<file path="src/rtl/core/tpss_pkg.sv">
// Shared constants, lookup tables and types for the probe sampling sequencer.
package tpss_pkg;

	localparam int TICKS_PER_PHASE = 10;
	localparam int WARMUP_CALCS    = 5;
	localparam int ROUNDS          = 10;

	localparam int TICK_W  = $clog2(TICKS_PER_PHASE + 1);
	localparam int RND_W   = $clog2(ROUNDS + 1);
	localparam int WARM_W  = (WARMUP_CALCS < 1) ? 1 : $clog2(WARMUP_CALCS + 1);

	localparam int SAMPLE_W = 12;
	localparam int SUM_W    = 16;
	localparam int PIN_W    = 8;
	localparam int CHAN_W   = 3;
	localparam int NUM_CH   = 4;

	localparam logic [TICK_W-1:0] TICK_DRIVE   = TICK_W'(1);
	localparam logic [TICK_W-1:0] TICK_CONVERT = TICK_W'(3);
	localparam logic [TICK_W-1:0] TICK_CAPTURE = TICK_W'(5);

	localparam logic [SAMPLE_W-1:0] SAMPLE_MAX = '1;

	// indexed by phase
	localparam logic [CHAN_W-1:0] CHAN_OF_PHASE [NUM_CH] = '{3'd1, 3'd3, 3'd6, 3'd7};
	localparam logic [PIN_W-1:0]  START_CLR [NUM_CH] = '{8'h04, 8'h10, 8'h40, 8'h01};
	localparam logic [PIN_W-1:0]  START_SET [NUM_CH] = '{8'h08, 8'h20, 8'h80, 8'h02};
	localparam logic [PIN_W-1:0]  END_CLR   [NUM_CH] = '{8'h09, 8'h22, 8'h80, 8'h02};
	localparam logic [PIN_W-1:0]  END_SET   [NUM_CH] = '{8'h06, 8'h11, 8'h40, 8'h01};

	typedef struct packed {
		logic       cap;
		logic [1:0] ph;
		logic       first;
	} stat_ctl_t;

	typedef struct packed {
		logic [PIN_W-1:0]  pins;
		logic              start;
		logic [CHAN_W-1:0] chan;
		logic              full;
		logic              avg_valid;
	} seq_res_t;

	typedef logic [NUM_CH-1:0][SAMPLE_W-1:0] avg_vec_t;

endpackage

</file>
<file path="src/rtl/core/tpss_seq.sv">
// Tick, phase, round and warm-up sequencing with excitation pin state.
module tpss_seq
	import tpss_pkg::*;
(
	input  logic      clk,
	input  logic      arst_n,
	input  logic      fire,
	input  logic      kind,
	output stat_ctl_t ctl,
	output seq_res_t  res
);

	logic [TICK_W-1:0] tick_q, tick_d, tick_inc;
	logic [1:0]        phase_q, phase_d;
	logic [RND_W-1:0]  round_q, round_d;
	logic [WARM_W-1:0] warm_q, warm_d;
	logic [PIN_W-1:0]  pins_q, pins_d;
	logic              full;

	assign full     = (round_q >= RND_W'(ROUNDS));
	assign tick_inc = tick_q + TICK_W'(1);

	always_comb begin
		tick_d        = tick_q;
		phase_d       = phase_q;
		round_d       = round_q;
		warm_d        = warm_q;
		pins_d        = pins_q;
		ctl.cap       = 1'b0;
		ctl.ph        = phase_q;
		ctl.first     = (round_q == '0);
		res.start     = 1'b0;
		res.chan      = '0;
		res.avg_valid = 1'b0;
		if (!kind) begin
			if (!full) begin
				tick_d = tick_inc;
				if (tick_inc == TICK_DRIVE) begin
					pins_d = (pins_q & ~START_CLR[phase_q]) | START_SET[phase_q];
				end else if (tick_inc == TICK_CONVERT) begin
					res.start = 1'b1;
					res.chan  = CHAN_OF_PHASE[phase_q];
				end else if (tick_inc == TICK_CAPTURE) begin
					ctl.cap = 1'b1;
				end else if (tick_inc >= TICK_W'(TICKS_PER_PHASE)) begin
					pins_d  = (pins_q & ~END_CLR[phase_q]) | END_SET[phase_q];
					tick_d  = '0;
					phase_d = phase_q + 2'd1;
					if (phase_q == 2'd3)
						round_d = round_q + RND_W'(1);
				end
			end
		end else if (full) begin
			if (warm_q < WARM_W'(WARMUP_CALCS)) begin
				warm_d = warm_q + WARM_W'(1);
			end else begin
				round_d       = '0;
				res.avg_valid = 1'b1;
			end
		end
		ctl.cap  = ctl.cap & fire;
		res.pins = pins_d;
		res.full = (round_d >= RND_W'(ROUNDS));
	end

	always_ff @(posedge clk or negedge arst_n) begin
		if (!arst_n) begin
			tick_q  <= '0;
			phase_q <= '0;
			round_q <= '0;
			warm_q  <= '0;
			pins_q  <= '0;
		end else if (fire) begin
			tick_q  <= tick_d;
			phase_q <= phase_d;
			round_q <= round_d;
			warm_q  <= warm_d;
			pins_q  <= pins_d;
		end
	end

endmodule

</file>
<file path="src/rtl/core/tpss_stats.sv">
// Per-channel running sum, minimum and maximum, and trimmed means.
module tpss_stats
	import tpss_pkg::*;
(
	input  logic                clk,
	input  logic                arst_n,
	input  stat_ctl_t           ctl,
	input  logic [SAMPLE_W-1:0] sample,
	output avg_vec_t            avg
);

	logic [SUM_W-1:0]    sum_q [NUM_CH];
	logic [SAMPLE_W-1:0] max_q [NUM_CH];
	logic [SAMPLE_W-1:0] min_q [NUM_CH];
	logic [SUM_W-1:0]    trim  [NUM_CH];

	always_ff @(posedge clk or negedge arst_n) begin
		if (!arst_n) begin
			for (int c = 0; c < NUM_CH; c++) begin
				sum_q[c] <= '0;
				max_q[c] <= '0;
				min_q[c] <= SAMPLE_MAX;
			end
		end else if (ctl.cap) begin
			if (ctl.first) begin
				sum_q[ctl.ph] <= SUM_W'(sample);
				max_q[ctl.ph] <= sample;
				min_q[ctl.ph] <= sample;
			end else begin
				sum_q[ctl.ph] <= sum_q[ctl.ph] + SUM_W'(sample);
				if (sample > max_q[ctl.ph])
					max_q[ctl.ph] <= sample;
				if (sample < min_q[ctl.ph])
					min_q[ctl.ph] <= sample;
			end
		end
	end

	// low 16 bits of the difference are enough for bits [14:3]
	always_comb begin
		for (int c = 0; c < NUM_CH; c++) begin
			trim[c] = sum_q[c] - SUM_W'(min_q[c]) - SUM_W'(max_q[c]);
			avg[c]  = trim[c][SAMPLE_W+2:3];
		end
	end

endmodule

</file>
<file path="src/rtl/core/tds_probe_sampling_sequencer.sv">
// Top level of the probe sampling sequencer: input stage, sequencing, result register.
//
//  channel | dir | tdata                      | tuser
//  s_*     | in  | adc_result [11:0]          | kind [0]
//  m_*     | out | pins, conv, chan, avgs     | -
//
// One transfer per cycle sustained while the receiver is ready; each item passes through
// the input register and then the result register.
// All state updates happen as an item leaves the input register.
// Reset clears all counters, pins and statistics (minimums to 4095).
// A stalled result holds; the input register keeps accepting while it is
// empty or the result register is empty or drains in the same cycle.
module tds_probe_sampling_sequencer
	import tpss_pkg::*;
(
	input  logic        clk,
	input  logic        arst_n,
	input  logic        s_tvalid,
	output logic        s_tready,
	input  logic [15:0] s_tdata,  // adc_result[11:0], zero [15:12]
	input  logic [0:0]  s_tuser,  // kind[0]
	output logic        m_tvalid,
	input  logic        m_tready,
	output logic [63:0] m_tdata   // pin_levels[7:0], start_conversion[8], adc_channel[11:9],
	                              // collection_full[12], averages_valid[13], avg_pure[25:14],
	                              // avg_waste[37:26], avg_leak[49:38], avg_raw[61:50], zero[63:62]
);

	logic                v_s1;
	logic                kind_s1;
	logic [SAMPLE_W-1:0] sample_s1;
	logic                v_s2;
	seq_res_t            res_s2;
	avg_vec_t            avg_s2;

	logic      out_free, fire;
	stat_ctl_t ctl;
	seq_res_t  res;
	avg_vec_t  avg;

	assign out_free = !v_s2 || m_tready;
	assign fire     = v_s1 && out_free;
	assign s_tready = !v_s1 || out_free;

	always_ff @(posedge clk or negedge arst_n) begin
		if (!arst_n) begin
			v_s1 <= 1'b0;
		end else if (s_tready) begin
			v_s1 <= s_tvalid;
		end
	end

	always_ff @(posedge clk) begin
		if (s_tready && s_tvalid) begin
			kind_s1   <= s_tuser[0];
			sample_s1 <= s_tdata[SAMPLE_W-1:0];
		end
	end

	tpss_seq u_seq (
		.clk    (clk),
		.arst_n (arst_n),
		.fire   (fire),
		.kind   (kind_s1),
		.ctl    (ctl),
		.res    (res)
	);

	tpss_stats u_stats (
		.clk    (clk),
		.arst_n (arst_n),
		.ctl    (ctl),
		.sample (sample_s1),
		.avg    (avg)
	);

	always_ff @(posedge clk or negedge arst_n) begin
		if (!arst_n) begin
			v_s2 <= 1'b0;
		end else if (out_free) begin
			v_s2 <= v_s1;
		end
	end

	always_ff @(posedge clk) begin
		if (fire) begin
			res_s2 <= res;
			avg_s2 <= res.avg_valid ? avg : '0;
		end
	end

	assign m_tvalid = v_s2;
	assign m_tdata  = {2'b00, avg_s2[3], avg_s2[2], avg_s2[1], avg_s2[0],
	                   res_s2.avg_valid, res_s2.full, res_s2.chan, res_s2.start, res_s2.pins};

	a_avg_not_full: assert property (@(posedge clk) disable iff (!arst_n)
		v_s2 && res_s2.avg_valid |-> !res_s2.full)
		else $error("averages reported with collection still full");

	a_chan_idle: assert property (@(posedge clk) disable iff (!arst_n)
		v_s2 && !res_s2.start |-> res_s2.chan == '0)
		else $error("channel set without conversion start");

	a_s1_hold: assert property (@(posedge clk) disable iff (!arst_n)
		v_s1 && !out_free |=> v_s1 && $stable(kind_s1) && $stable(sample_s1))
		else $error("input stage item lost while result stalled");

	a_cap_collect: assert property (@(posedge clk) disable iff (!arst_n)
		ctl.cap |-> fire && !kind_s1)
		else $error("capture outside an advancing collection tick");

endmodule

</file>
<file path="config.mk">
export PLATFORM = sky130hd
export DESIGN_NAME = tds_probe_sampling_sequencer
export DESIGN_NICKNAME = d
export VERILOG_FILES = /design/src/rtl/core/tpss_pkg.sv /design/src/rtl/core/tpss_seq.sv /design/src/rtl/core/tpss_stats.sv /design/src/rtl/core/tds_probe_sampling_sequencer.sv
export SDC_FILE = /design/constraint.sdc
export NUM_CORES = 1
export LEC_CHECK = 0
export ABC_AREA = 1
export BUFFER_PORTS_ARGS = -buffer_cell sky130_fd_sc_hd__clkbuf_2
export CORE_MARGIN = 8
export CORE_UTILIZATION = 61
export DETAILED_ROUTE_END_ITERATION = 16
export GPL_ROUTABILITY_DRIVEN = 1
export MAX_ROUTING_LAYER = met4
export PLACE_DENSITY = 0.8
export SYNTH_ARGS = -nofsm -noshare
export SYNTH_HDL_FRONTEND = slang
export SYNTH_SLANG_ARGS = --single-unit
</file>
<file path="constraint.sdc">
create_clock -name clk -period 5 [get_ports clk]
set_clock_uncertainty 0.05 [all_clocks]
set_input_delay 1 -clock clk [delete_from_list [all_inputs] [get_ports clk]]
set_output_delay 1 -clock clk [all_outputs]
set_load 0.03 [all_outputs]
</file>
==> results of run 1 <==
==> per-stage QoR <==
step           hold WS (ns)  cell area [um2]  cells  utilization [%]
3_3_place_gp          0.401            16600   2307             64.0
5_1_grt               0.430            17500   2359             67.5
2_1_floorplan         0.385            16000   1946                -
3_5_place_dp          0.405            16600   2307             64.0
6_report              0.413            17500   2359             67.5
4_1_cts               0.414            17500   2359             67.5
==> layer usage <==
metal / up-vias / GRT usage (%) / wire length, um
met5: - / - / 0
met4: 0 / 11.1 / 1800
met3: 94 / 5.38 / 4030
met2: 648 / 43.5 / 19800
met1: 6520 / 40.2 / 19400
li1: 6530 / - / -
==> final cells by class <==
| cell class | instances | area (um2) | share of cell area [%] |
|---|---|---|---|
| flip-flops and latches | 254 | 6800 | 38.8 |
| multi-input cells | 1389 | 7950 | 45.4 |
| clock inverters | 3 | 40.0 | 0.229 |
| clock buffers | 49 | 881 | 5.03 |
| repair buffers | 93 | 529 | 3.02 |
| inverters | 236 | 886 | 5.06 |
| well taps | 335 | 419 | 2.39 |
==> placed cells by master, fill, tap and decap left out, types with 29 or more instances in the layout <==
cell type  instances
o21ai_1           38
a21oi_1          157
dfrtp_1          130
inv_1            227
fa_1              45
nand3_1          125
clkbuf_2          79
o21ai_0          172
ha_1             101
dfstp_2           48
clkbuf_16         29
nand2_1          523
nor2_1            92
edfxtp_1          75
==> cells by family after synthesis <==
| kind of cell | after synthesis |
|---|---|
| AO/OA/AOI/OAI | 435 |
| XOR/XNOR | 19 |
| adder cells (fa/ha/maj) | 146 |
| buffers and inverters | 303 |
| flip-flops | 254 |
| multiplexers | 1 |
| other | 1 |
| AND/OR/NAND/NOR | 786 |
==> sequential cells by signal, indices dropped and copies added, names as in the netlist, 4 cells and up <==
| name | flops |
|---|---|
| m_tdata | 62 |
| sample_s1 | 12 |
| u_seq.pins_q | 8 |
| u_seq.round_q | 4 |
| u_seq.tick_q | 4 |
| u_stats.max_q | 48 |
| u_stats.min_q | 48 |
| u_stats.sum_q | 60 |
==> path summary, 6_finish.rpt <==
path,to,slack [ns],depth (start not counted)
max reg2reg,u_stats.sum_q[28],1.28,14
max in group asynchronous,u_stats.min_q[43],3.33,2
min,u_stats.min_q[41],0.41,2
max,u_stats.sum_q[28],1.28,14
min reg2reg,u_stats.min_q[41],0.41,2
min in group asynchronous,u_seq.round_q[2],0.55,1
==> worst max-delay path, cell delays in order (launching register included) <==
cell and delay, ns:
dfrtp_4 0.49, inv_1 0.64, buf_4 0.42, o21ai_0 0.13, o22ai_1 0.14, ha_1 0.33, a21oi_1 0.23, nor2_1 0.07
o21ai_0 0.16, nand3_1 0.19, nand2_1 0.12, nand2_1 0.10, xnor2_1 0.37, nand2_1 0.13, nand2_1 0.08
==> flow_summary.json, run 1 <==
{
  "status": "finished clean",
  "path_class": "flip-flop to flip-flop",
  "synth_edf_count": 75,
  "yosys_warnings": 0,
  "critPathCaptureType": "flip-flop",
  "ctsResizeCount": 0,
  "synth_top_family_by_area": "simple AND/OR/NAND/NOR gates",
  "synth_xor_area_share_pct": 1.04,
  "hold_class": "flip-flop to flip-flop",
  "yosysTopAreaCellShare_pct": 20.5,
  "path_clk_slew_ns": 0.06,
  "cts_setup_buffers": 0,
  "grt_pass1_vias": 13100,
  "ys_seq_elements": 254,
  "slew_headroom_pct": 22.0,
  "num-nets-final": 2170,
  "synth_commonest_cells": "nand2_1, inv_1, o21ai_0, a21oi_1, dfrtp_1",
  "grt_pass1_wl_um": 71100,
  "drc": 0,
  "fillers": 2173,
  "track_usage_pct": 29.5,
  "hpwlAfterDp_um": 33300,
  "die_width_um": 178,
  "insertion_delay_ns": 0.54,
  "worst_slack_ns": 1.28,
  "drv_cap": 0,
  "via_per_inst": 5.85,
  "min_from": "u_stats.min_q[41]",
  "clockBufferDepth": 3,
  "pin_count": 87,
  "max_freq_ghz": 0.269,
  "dieHeight_um": 178,
  "min_period_over_period_pct": 74.3,
  "antenna_found_initial": 0,
  "timing.critical_path.from": "u_seq.phase_q[0]",
  "start_util_pct": 61.7,
  "overflow": 0,
  "cp-start-kind": "flip-flop",
  "slew_viol_final": 0,
  "async_flop_share_pct": 70.5,
  "synth_area_leaders": "dfrtp_1, edfxtp_1, nand2_1",
  "critPathArrivalTime_ns": 4.15,
  "syn2layout_area_growth_pct": 9.55,
  "dieArea_um2": 31600,
  "floorplan.rows": 59,
  "num_vias": 13800,
  "synth_cell_types": 44,
  "final-hold-violation-count": 0,
  "yosysTopAreaCell": "dfrtp_1",
  "wirelength_um": 45000,
  "yosys.cell_count.top_type": "nand2_1",
  "post_synth_instance_area_um2": 16000,
  "grt_max_degree": 122,
  "cts_max_level": 1,
  "gp_congestion": 0.965,
  "fp.coreArea_um2": 25900,
  "setup_viol": 0,
  "synth_cells": 1945,
  "setup_tns_ns": 0,
  "drtIter0Drc": 1453,
  "cts_root_buf": "clkbuf_16",
  "pre_cts_slack_ns": 1.40,
  "numCtsBuffers": 29,
  "worstPathRequired_ns": 5.43,
  "worst_slew_pin_slew_ns": 1.17,
  "synth_compound_area_share_pct": 14.6,
  "crit_fanout": 24,
  "wire_per_inst_um": 19.1,
  "period_needed_ns": 3.72,
  "syn_avg_cell_area_um2": 8.21,
  "layout-drive-gt1-share_pct": 10.4,
  "cts_sinks": 254,
  "ant_nets": 0,
  "synthAdderAreaFrac_pct": 13.5,
  "synth_ff_type": "dfrtp_1",
  "reg2reg_from": "u_seq.phase_q[0]",
  "seq_area_frac_synth_pct": 42.5,
  "first_pass_iters": 5,
  "numPortBuffers": 80,
  "synthMuxAreaShare_pct": 0.0705,
  "antenna_cells": 0,
  "synth_simple_gate_area_share_pct": 20.4,
  "cts_tree": "built",
  "hold_buffers": 0,
  "rsz0062_at_grt": "false"
}
Power of run 1 is not shown: default switching activity piles up to over one toggle a cycle in this logic, so the estimate is an artifact.
==> run 2: changes to the inputs <==
CORE_UTILIZATION = 56   (was 61)
PLACE_DENSITY = 0.77   (was 0.8)
clock period = 3.37 ns   (was 5 ns; I/O delays follow)
==> flow_summary.json, run 2 (synthesis gave the netlist of run 1 again) <==
{
  "syn2layout_area_growth_pct": 11.4,
  "grt_pass1_vias": 13200,
  "grt_max_degree": 77,
  "ant_nets": 0,
  "via_per_inst": 5.75,
  "first_pass_iters": 5,
  "wirelength_um": 45600,
  "die_width_um": 185,
  "numCtsBuffers": 29,
  "cp-start-kind": "flip-flop",
  "period_needed_ns": 3.29,
  "max_freq_ghz": 0.304,
  "cts_max_level": 1,
  "grt_pass1_wl_um": 71200,
  "slew_headroom_pct": 52.0,
  "setup_tns_ns": 0,
  "pin_count": 87,
  "dieHeight_um": 185,
  "path_clk_slew_ns": 0.06,
  "floorplan.rows": 62,
  "path_class": "flip-flop to flip-flop",
  "gp_congestion": 1.01,
  "drv_cap": 0,
  "insertion_delay_ns": 0.55,
  "worstPathRequired_ns": 3.80,
  "final_cell_mix": "nand2_1, inv_1, o21ai_0",
  "setup_viol": 0,
  "clockBufferDepth": 3,
  "rsz0062_at_grt": "false",
  "overflow": 0,
  "fillers": 2437,
  "min_period_over_period_pct": 97.7,
  "rrSetupSlack_ns": 0.08,
  "crit_fanout": 26,
  "start_util_pct": 56.3,
  "reg2reg_from": "u_seq.phase_q[0]",
  "rr_worst_depth": 13,
  "num_vias": 14000,
  "num-nets-final": 2187,
  "final_common_cell": "nand2_1",
  "r2r-end": "u_stats.min_q[17]",
  "largest_reg_flops": 62,
  "drc": 0,
  "antenna_found_initial": 1,
  "cts_root_buf": "clkbuf_16",
  "cts_tree": "built",
  "worst_slew_pin_slew_ns": 0.721,
  "wire_per_inst_um": 18.8,
  "drtIter0Drc": 1428,
  "critPathCaptureType": "flip-flop",
  "dieArea_um2": 34200,
  "fp.coreArea_um2": 28400,
  "final-hold-violation-count": 0,
  "hold_class": "input pin to async pin",
  "hpwlAfterDp_um": 33800,
  "critPathArrivalTime_ns": 3.73,
  "timing.critical_path.from": "u_seq.phase_q[0]",
  "layout-drive-gt1-share_pct": 11.5,
  "track_usage_pct": 27.3,
  "status": "finished clean",
  "slew_viol_final": 0,
  "numPortBuffers": 80,
  "cts_sinks": 254
}
run 2: cell count changes in the layout (fill, tap and decap cells not counted), moves of 2 or more:
cell	before	now
clkinv_2	2	8
buf_4	11	21
clkbuf_8	8	6
o21ai_1	38	41
buf_12	2	8
o21ai_0	172	169
clkbuf_1	12	9
run 2: critical path: stages, from the launching register on:
cell	delay [ns]
dfrtp_4	0.61
buf_16	0.22
o21ai_0	0.40
a21oi_1	0.15
ha_1	0.31
a21oi_1	0.13
o21ai_0	0.17
a21oi_1	0.16
nand2_1	0.08
nand2_2	0.12
buf_4	0.33
nand2_2	0.27
nand2_1	0.14
nand2_1	0.06
run 2: final cells by class:
type / instances / area, um2 / area share [%]
Clock buffer: 45 / 867 / 4.87
Multi-Input combinational cell: 1389 / 7960 / 44.8
Clock inverter: 9 / 48.8 / 0.274
Antenna cell: 1 / 2.50 / 0.0141
Sequential cell: 254 / 6800 / 38.2
Timing Repair Buffer: 110 / 752 / 4.23
Tap cell: 384 / 480 / 2.70
Inverter: 236 / 886 / 4.98
run 2: worst max-delay path by stage:
stage | to | slack (ns)
6_report | u_stats.min_q[17] | 0.08
5_1_grt | u_stats.sum_q[6] | 0.004
4_1_cts | u_stats.max_q[46] | 0.09
3_5_place_dp | u_stats.sum_q[8] | 0.08
3_3_place_gp | u_stats.sum_q[12] | 0.14
2_1_floorplan | u_stats.max_q[38] | 0.51
run 2: per-layer routing:
metal  GRT usage (%)  part of all wire (%)
met1            35.9                    41
met2            41.2                    44
met3            4.77                   9.3
met4            11.7                   5.3
met5               -                     0
run 2: repair_timing:
action	4_1_cts	5_1_grt
hold buffers	0	0
pin swaps	0	0
buffers inserted	1	1
setup endpoints to repair	1	27
hold endpoints to repair	0	0
resized for setup	0	5
cloned	0	0
run 2: through the flow:
stage	cell area [um2]	hold WS [ns]	std cells	util, %	setup WS, ns
after global routing	17800	0.148	2428	62.7	0.00381
after global placement	16800	0.400	2371	59.3	0.138
after floorplan	16000	0.328	1946	-	0.515
final	17800	0.115	2428	62.7	0.0792
after detailed placement	16800	0.403	2371	59.3	0.0841
after CTS	17800	0.116	2426	62.6	0.0867
Power of run 2 is left out for the same reason.
==> run 3: changes to the inputs <==
ABC_AREA = unset   (was 1)
BUFFER_PORTS_ARGS = unset   (was -buffer_cell sky130_fd_sc_hd__clkbuf_2)
CORE_UTILIZATION = 59   (was 56)
DONT_BUFFER_PORTS = 1   (was unset)
PLACE_DENSITY = 0.78   (was 0.77)
==> flow_summary.json, run 3 <==
{
  "worst_slack_ns": -0.0195,
  "cts_sinks": 254,
  "drtIter0Drc": 1143,
  "critPathCaptureType": "flip-flop",
  "cts_tree": "built",
  "period_needed_ns": 3.39,
  "wire_per_inst_um": 23.5,
  "hpwlAfterDp_um": 31400,
  "dieHeight_um": 180,
  "track_usage_pct": 27.1,
  "final_cell_mix": "inv_1, dfrtp_1, nand2_1, nor2_1, ha_1",
  "grt_pass1_vias": 12200,
  "max_freq_ghz": 0.295,
  "die_width_um": 180,
  "worstPathRequired_ns": 3.74,
  "drv_cap": 0,
  "synth_cells": 1428,
  "path_class": "flip-flop to flip-flop",
  "syn_avg_cell_area_um2": 11.1,
  "first_pass_iters": 5,
  "crit_fanout": 7,
  "gp_congestion": 1.03,
  "worst_slew_pin_slew_ns": 0.727,
  "ant_nets": 0,
  "start_util_pct": 59.6,
  "min_period_over_period_pct": 101,
  "fillers": 1947,
  "synth_commonest_cells": "inv_1, dfrtp_1, ha_1, nand2_1, nor2_1",
  "insertion_delay_ns": 0.54,
  "wirelength_um": 43800,
  "setup_viol": 11,
  "async_flop_share_pct": 70.5,
  "fp.coreArea_um2": 26700,
  "overflow": 0,
  "final-hold-violation-count": 142,
  "whs_ns": -0.214,
  "num-nets-final": 1674,
  "cp-start-kind": "flip-flop",
  "dieArea_um2": 32500,
  "numCtsBuffers": 27,
  "synth_area_leaders": "dfrtp_1, edfxtp_1, ha_1",
  "grt_util_met2_pct": 41.6,
  "status": "finished with violations",
  "final_common_cell": "inv_1",
  "power_density_nw_per_um2": 1090,
  "vdd_drop_max_v": 0.000499,
  "cts_max_level": 1,
  "largest_reg_flops": 62,
  "syn2layout_area_growth_pct": 13.0,
  "hold_class": "input pin to async pin",
  "slew_viol_final": 0,
  "grtUsageMet3_pct": 6.61,
  "use_met1_pct": 33.6,
  "yosysTopAreaCell": "dfrtp_1",
  "layout-drive-gt1-share_pct": 23.0,
  "power.total_uw": 19600,
  "floorplan.rows": 60,
  "slew_headroom_pct": 51.5,
  "via_per_inst": 6.49,
  "yosys.cell_count.top_type": "inv_1",
  "synth_edf_count": 75,
  "num_vias": 12100,
  "antenna_found_initial": 1,
  "critPathArrivalTime_ns": 3.76,
  "pin_count": 87,
  "yosys_warnings": 0,
  "grt_max_degree": 180,
  "seq_area_frac_synth_pct": 42.7,
  "cellLeakagePower_uw": 0.00781,
  "cts_root_buf": "clkbuf_16",
  "pre_cts_slack_ns": -0.0812,
  "post_synth_instance_area_um2": 15900,
  "synth_cell_types": 68,
  "yosysTopAreaCellShare_pct": 20.6,
  "numPortBuffers": 0,
  "rsz0062_at_grt": "true",
  "violations": "hold timing, setup timing",
  "drc": 0,
  "top_usage_layer": "met2",
  "path_clk_slew_ns": 0.07,
  "ys_seq_elements": 254,
  "grt_pass1_wl_um": 67900,
  "synth_ff_type": "dfrtp_1",
  "clockBufferDepth": 3
}
-- run 3: cell types whose count changed after synthesis, sizes merged, moves of 13 or more --
cell / change
a221o: +51
a21oi: -99
inv: -82
a211oi: +14
o21ai: -143
nand3: -115
nor3: +13
mux2: +73
mux4: +39
and2: +23
a21o: +26
nand2: -430
-- run 3: path summary, 6_finish.rpt --
check                                       from           endpoint  slack (ns)  depth (start not counted)
worst max-delay path            u_seq.phase_q[0]  u_stats.max_q[29]       -0.02                         11
worst min-delay path                      arst_n  u_stats.sum_q[17]       -0.21                          0
worst max register to register  u_seq.phase_q[0]  u_stats.max_q[29]       -0.02                         11
worst min register to register   u_seq.warm_q[2]    u_seq.warm_q[2]        0.43                          1
max in group asynchronous                 arst_n  u_stats.min_q[21]        3.21                          0
min in group clk                      s_tdata[0]       sample_s1[0]        0.17                          0
-- run 3: kinds of logic (layout without fill, tap and decap cells) --
family                     after synthesis  in the layout  synth area share (%)
AOI/OAI and AO/OA                      323            323                  14.4
buffers and inverters                  209            307                  5.27
muxes                                  125            125                  12.1
xor gates and xnor gates                28             28                  1.54
DFF                                    254            254                  42.7
adders and majority gates              146            146                  13.6
and+or+nand+nor                        342            342                  10.3
other                                    1              3                0.0236
-- run 3: critical path, stage by stage (launching register included) --
cell	delay [ns]
dfrtp_2	0.51
buf_6	0.15
mux4_2	0.51
inv_2	0.08
ha_1	0.24
a21o_1	0.20
a21oi_2	0.17
o22ai_1	0.09
or4_4	0.51
or3b_4	0.29
buf_12	0.15
mux2_4	0.31
-- run 3: where the power goes --
group,switching (uW),internal [uW]
sequential,812,3950
combinational,6620,5370
clock,1220,1600
-- run 3: repair_timing --
action	4_1_cts	5_1_grt
resized for setup	6	35
pin swaps	4	8
setup buffers	5	13
setup endpoints to repair	59	116
endpoints found under the hold margin	179	172
-- run 3: area by class of cell --
type / instances / area [um2] / share of cell area, %
antenna: 1 / 2.50 / 0.0139
timing repair buffer: 104 / 932 / 5.18
sequential: 254 / 6790 / 37.8
clock inverter: 9 / 76.3 / 0.424
inverter: 154 / 579 / 3.22
tap: 341 / 427 / 2.37
clock buffer: 40 / 744 / 4.14
multi-input combinational: 966 / 8440 / 46.9
-- run 3: layer usage --
metal | routed length (um) | vias to the layer above
met1 | 17300 | 5954
met2 | 20000 | 673
met4 | 2330 | 0
met5 | 0 | -
li1 | - | 5336
met3 | 4200 | 164
-- run 3: through the flow --
stage / hold WS, ns / TNS, ns / cells / util, % / cell area (um2)
6_report: -0.214 / -0.0629 / 1869 / 67.3 / 18000
5_1_grt: -0.235 / -1.52 / 1869 / 67.3 / 18000
4_1_cts: -0.237 / 0 / 1855 / 66.4 / 17700
3_5_place_dp: 0.337 / -0.674 / 1801 / 63.1 / 16900
3_3_place_gp: 0.341 / -0.378 / 1801 / 63.1 / 16900
2_1_floorplan: 0.328 / 0 / 1429 / - / 15900
Note: power is estimated with default switching activity, not from simulation.
